===== src/rtl/dhfk_pkg.sv =====
`default_nettype none
package dhfk_pkg;

  // Angle and length widths
  localparam int ANGLE_BITS  = 16;
  localparam int LENGTH_BITS = 32;
  localparam int IN_ANG_W    = 16;
  localparam int ANG_SUM_W   = 25;

  // Shared multiplier operand width and product width
  localparam int MW = 34;
  localparam int PW = 2 * MW;

  localparam logic signed [MW-1:0] ONE_Q30     = MW'(64'sd1073741824);
  localparam logic signed [MW-1:0] HALF_PI_Q30 = MW'(64'sd1686629713);
  localparam logic [ANGLE_BITS-1:0] QUARTER    = ANGLE_BITS'(1) << (ANGLE_BITS - 2);

  localparam logic signed [PW-1:0] POS_MAX = PW'((65'sd1 <<< (LENGTH_BITS - 1)) - 65'sd1);
  localparam logic signed [PW-1:0] POS_MIN = -POS_MAX - PW'(1);
  localparam logic signed [PW-1:0] I32_MAX = PW'(64'sd2147483647);
  localparam logic signed [PW-1:0] I32_MIN = PW'(-64'sd2147483648);
  localparam logic signed [PW-1:0] ONE_W   = PW'(64'sd1073741824);

  typedef logic signed [MW-1:0] opnd_t;
  typedef logic signed [PW-1:0] prod_t;

  typedef struct packed {
    logic [IN_ANG_W-1:0] fixed_angle;
    logic [IN_ANG_W-1:0] joint_angle;
    logic signed [31:0]  offset_d;
    logic signed [31:0]  length_a;
    logic [IN_ANG_W-1:0] twist_alpha;
    logic                last_link;
  } in_item_t;

  typedef struct packed {
    logic signed [31:0] end_x;
    logic signed [31:0] end_y;
    logic signed [31:0] end_z;
  } out_item_t;

  typedef enum logic [3:0] {
    ST_IDLE,
    ST_SIN_X,
    ST_SIN_X2,
    ST_SIN_T,
    ST_SIN_D,
    ST_SIN_F,
    ST_DH,
    ST_POS,
    ST_ROT,
    ST_DONE
  } state_e;

  // Round half away from zero, then shift right by s
  function automatic prod_t rnd_shift(input prod_t v, input int s);
    logic [PW-1:0] mag;
    logic [PW-1:0] r;
    mag = v[PW-1] ? PW'(-v) : PW'(v);
    r   = (mag + (PW'(1) << (s - 1))) >> s;
    return v[PW-1] ? -$signed(r) : $signed(r);
  endfunction

  function automatic prod_t clamp(input prod_t v, input prod_t lo, input prod_t hi);
    return (v < lo) ? lo : ((v > hi) ? hi : v);
  endfunction

  function automatic opnd_t sx32(input logic signed [31:0] v);
    return {{(MW-32){v[31]}}, v};
  endfunction

  // Taylor term divisor k*(k+1), k = 12 down to 2 in steps of 2
  function automatic logic [7:0] term_div(input logic [2:0] t);
    case (t)
      3'd0:    return 8'd156;
      3'd1:    return 8'd110;
      3'd2:    return 8'd72;
      3'd3:    return 8'd42;
      3'd4:    return 8'd20;
      default: return 8'd6;
    endcase
  endfunction

  // floor(2^34 / divisor)
  function automatic opnd_t term_recip(input logic [2:0] t);
    case (t)
      3'd0:    return MW'(64'd110127366);
      3'd1:    return MW'(64'd156180628);
      3'd2:    return MW'(64'd238609294);
      3'd3:    return MW'(64'd409044504);
      3'd4:    return MW'(64'd858993459);
      default: return MW'(64'd2863311530);
    endcase
  endfunction

endpackage
`default_nettype wire


===== src/rtl/dhfk_mul.sv =====
`default_nettype none
module dhfk_mul
  import dhfk_pkg::*;
(
  input  wire logic  clk_i,
  input  wire opnd_t a_i,
  input  wire opnd_t b_i,
  output prod_t      p_o
);

  // Signed multiply, product registered
  always_ff @(posedge clk_i) begin
    p_o <= a_i * b_i;
  end

endmodule
`default_nettype wire


===== config.mk =====
export PLATFORM = sky130hd
export DESIGN_NAME = dhfk_mul
export DESIGN_NICKNAME = d
export VERILOG_FILES = /design/src/rtl/dhfk_pkg.sv /design/src/rtl/dhfk_mul.sv
export SDC_FILE = /design/constraint.sdc
export NUM_CORES = 2
export LEC_CHECK = 0
export BUFFER_PORTS_ARGS = -buffer_cell sky130_fd_sc_hd__buf_2
export CAP_MARGIN = 25
export CORE_MARGIN = 2
export CORE_UTILIZATION = 36
export DETAILED_ROUTE_END_ITERATION = 10
export GPL_TIMING_DRIVEN = 0
export PLACE_DENSITY_LB_ADDON = 0.15
export SLEW_MARGIN = 20
export SYNTH_ARGS = -nofsm -noshare
export SYNTH_HDL_FRONTEND = slang
export SYNTH_SLANG_ARGS = --single-unit

===== constraint.sdc =====
create_clock -name clk_i -period 11.64 [get_ports clk_i]
set_input_delay 0.582 -clock clk_i [delete_from_list [all_inputs] [get_ports clk_i]]
set_output_delay 0.582 -clock clk_i [all_outputs]
set_load 0.01 [all_outputs]

**Yosys cells after proc, flatten, opt, wreduce, memory -nomap -nowiden**

Cells that the tools add are included.

- Bits of input ports: 69
- Flip-flop bits (word level): 68
- Output and inout bits: 68

- Multiply operators: 1

Operators by type and width:

| kind | number |
|---|---|
| 34-bit by 34-bit multiplier with 68-bit output | 1 |

**Longest topological paths before layout**

- Depth after elaboration: 1
- Gate-level depth with buffers: 31
- Mapped depth without buffers: 29

**Least setup slack after synthesis**

OpenSTA, ideal clock, no wires.

- Path kind: in2reg
- From: input a_i[33]
- To: register p_o[65]
- Buffers on the path: 2
- Cell stages on the path: 24
- Slack: 3.568 ns
- Data arrival time: 8.000 ns
- Cells stage by stage: clkbuf_1 > nand2_1 > inv_1 > fa_1 > fa_1 > fa_1 > fa_1 > inv_1 > fa_1 > fa_1 > fa_1 > fa_1 > inv_1 > ha_1 > clkdlybuf4s50_2 > nand3_1 > or2_2 > nor2_1 > a221oi_1 > o21ai_0 > a31oi_2 > nor2_2 > o41ai_2 > xnor2_1

- Longest elaborated chain between the ends: 1

Ends and longest elaborated chain:

| element | RTL line | RTL |
|---|---|---|
| start, declared | dhfk_mul.sv:6 | `input wire opnd_t a_i,` |
| 34-bit by 34-bit multiplier with 68-bit output | dhfk_mul.sv:13 | `p_o <= a_i * b_i;` |
| end signal, assigned | dhfk_mul.sv:13 |  |
| end, declared | dhfk_mul.sv:8 | `output prod_t p_o` |

No other way between the ends.

**Final worst setup path**

- From: input b_i[5]
- To: register p_o[64]

- Longest elaborated chain between the ends: 1

Ends and longest elaborated chain:

| element | RTL line | RTL |
|---|---|---|
| start, declared | dhfk_mul.sv:7 | `input wire opnd_t b_i,` |
| 34-bit by 34-bit multiplier with 68-bit output | dhfk_mul.sv:13 |  |

No other way between the ends.

==> results.json <==
{
  "status": "finished, final reports clean",
  "crit_path_start": "b_i[5]",
  "cts_resized": 0,
  "drt_iter0_drc": 2460,
  "synth_top_area_cell": "fa_1",
  "yosys_most_used_dff": "dfxtp_1",
  "final_common_cell": "fa_1",
  "via_per_inst": 4.993,
  "holdPathEnd": "p_o[0]",
  "top_regs": "p_o (68)",
  "rows": 126,
  "drc_errors": 0,
  "grt_start_max_net_pins": 18,
  "ioPinCount": 137,
  "top_register": "p_o",
  "grt_pass1_vias": 34374,
  "ys_seq_area_share_pct": 3.164,
  "drive_gt1_share_pct": 4.768,
  "dieWidth_um": 349.7,
  "whs_ns": 0.5962,
  "yosys_warnings": 0,
  "cp_common_cell": "fa_1",
  "syn2layout_area_growth_pct": 7.444,
  "hold_depth": 2,
  "grt_pass1_wl_um": 244000,
  "cts.reportedPaths.clkPinSlew_ns": 0.07,
  "port_buffers": 130,
  "cp-start-kind": "input pin",
  "gp_congestion": 1.012,
  "cp.required_ns": 11.95,
  "ant_nets": 0,
  "synth.avg_cell_area_um2": 9.448,
  "slowest_delay_ns": 0.79,
  "clock_path_buffers": 2,
  "dieArea_um2": 122300,
  "core_um2": 118200,
  "wl_per_cell_um": 26.41,
  "slew_headroom_pct": 20.52,
  "post-cts-setup-buffers": 0,
  "nFillCells": 12148,
  "setup_tns_ns": 0,
  "drt-total-wl_um": 165600,
  "cts_hold_buffers": 0,
  "hpwl_um": 142000,
  "timing.fmax_mhz": 103.9,
  "min_period_ns": 9.623,
  "numClockSinks": 68,
  "largest_reg_flops": 68,
  "num_vias": 31299,
  "ys_top_cells_by_area": "fa_1 58%, inv_1 11%, and2_1 9.0%, ha_1 5.9%, nand2_1 4.7%",
  "cts_buffers": 9,
  "grt_usage_pct": 28.36,
  "htreeDepth": 3,
  "synth_top_area_share_pct": 57.74,
  "slew_viol_final": 0,
  "drtPass1Iterations": 6,
  "synthesis.nets": 6068,
  "cts_tree": "done",
  "final_cell_mix": "1239 x fa_1, 1230 x inv_1, 621 x and2_1",
  "worstPathMaxFanout": 10,
  "hp-class": "in -> reg",
  "fin_util_pct": 39.10,
  "cp_slowest_cell": "clkbuf_1",
  "finalCritPeriodShare_pct": 82.67,
  "worst-setup-path-type": "in -> reg",
  "nNetsFinal": 6228,
  "crit_arrival_ns": 9.93,
  "setup_viol": 0,
  "rsz0062_at_grt": "no",
  "synth-edff-count": 0,
  "maxCapViolations": 0,
  "ys_ff_latch": 68,
  "tightest_slew_ns": 1.192,
  "antenna_found_initial": 34,
  "initial_core_util_pct": 36.39,
  "cts_root_buffer": "clkbuf_16",
  "netlist_instances": 4554,
  "die_h_um": 349.7,
  "yosysUniqueCellTypes": 69,
  "grt-ovfl-total": 0,
  "syn_area_um2": 43030,
  "min-delay-start": "a_i[0]",
  "finalHoldViolations": 0,
  "synth-async-reset-ratio_pct": 0,
  "worst_setup_path_end_kind": "register"
}
[worst max-delay path: cells and delay by family]
kind | cells | cell delay, ns
buffers and inverters | 7 | 1.79
AOI/OAI and AO/OA | 5 | 1.71
xor gates and xnor gates | 1 | 0.15
adders and majority gates | 9 | 4.85
and+or+nand+nor | 4 | 0.82
[Yosys cell counts (7+ instances only)]
| cell type | n |
|---|---|
| a21o_1 | 37 |
| a21oi_1 | 61 |
| ha_1 | 204 |
| a31oi_1 | 7 |
| clkbuf_1 | 214 |
| o21bai_1 | 12 |
| nand2b_1 | 20 |
| nor2b_1 | 9 |
| o21ai_1 | 7 |
| o21ai_0 | 31 |
| nor2_1 | 54 |
| and2_1 | 621 |
| xnor2_1 | 56 |
| inv_1 | 1231 |
| nand3_1 | 11 |
| nand2_1 | 542 |
| dfxtp_1 | 68 |
| nand4_1 | 11 |
| xor2_1 | 23 |
| fa_1 | 1241 |
[area by class of cell]
class                           instances  area (um^2)  share of cell area, %
Inverter                             1232         4624                  10.00
Buffer                                228        915.9                  1.981
Antenna cell                           13        32.53                0.07037
Sequential cell                        68         1361                  2.945
Timing Repair Buffer                  149        899.6                  1.946
Tap cell                             1536         1922                  4.157
Clock buffer                            9        225.2                 0.4872
Clock inverter                          7        82.58                 0.1786
Multi-Input combinational cell       3026        36170                  78.23
[metrics by stage]
stage | instance area [um^2] | std cells | worst slack, ns
2_1_floorplan | 43030 | 4554 | 3.568
3_3_place_gp | 45600 | 6220 | 1.321
3_5_place_dp | 45820 | 6234 | 1.606
4_1_cts | 46130 | 6250 | 2.071
5_1_grt | 46200 | 6256 | 1.804
6_report | 46230 | 6268 | 2.017
[metal layers]
| metal | up-vias | track usage [%] | share of wire, % |
|---|---|---|---|
| met5 | - | 0 | 0.088 |
| met4 | 24 | 12.29 | 4.9 |
| met3 | 335 | 6.400 | 8.8 |
| met2 | 1372 | 43.94 | 45 |
| met1 | 16435 | 38.18 | 41 |
| li1 | 13133 | - | - |
[cell families (layout without fill, tap and decap cells)]
family,count (synthesis),count (layout),share of synthesized area [%]
adders and majority gates,1445,1445,63.67
other,0,13,0
and+or+nand+nor,1296,1296,15.37
DFF,68,68,3.164
xor gates and xnor gates,79,79,1.608
AOI/OAI and AO/OA,206,206,3.347
buffers and inverters,1460,1625,12.84
[how the worst max path moves through the flow]
stage	end	slack [ns]	cells past startpoint
2_1_floorplan	p_o[65]	3.57	24
3_3_place_gp	p_o[64]	1.32	26
3_5_place_dp	p_o[64]	1.61	26
4_1_cts	p_o[67]	2.07	27
5_1_grt	p_o[67]	1.80	25
6_report	p_o[64]	2.02	26
Power is left out: the tool's default activity adds up to more than one toggle a clock period on the data nets, which glitch-free logic cannot reach.
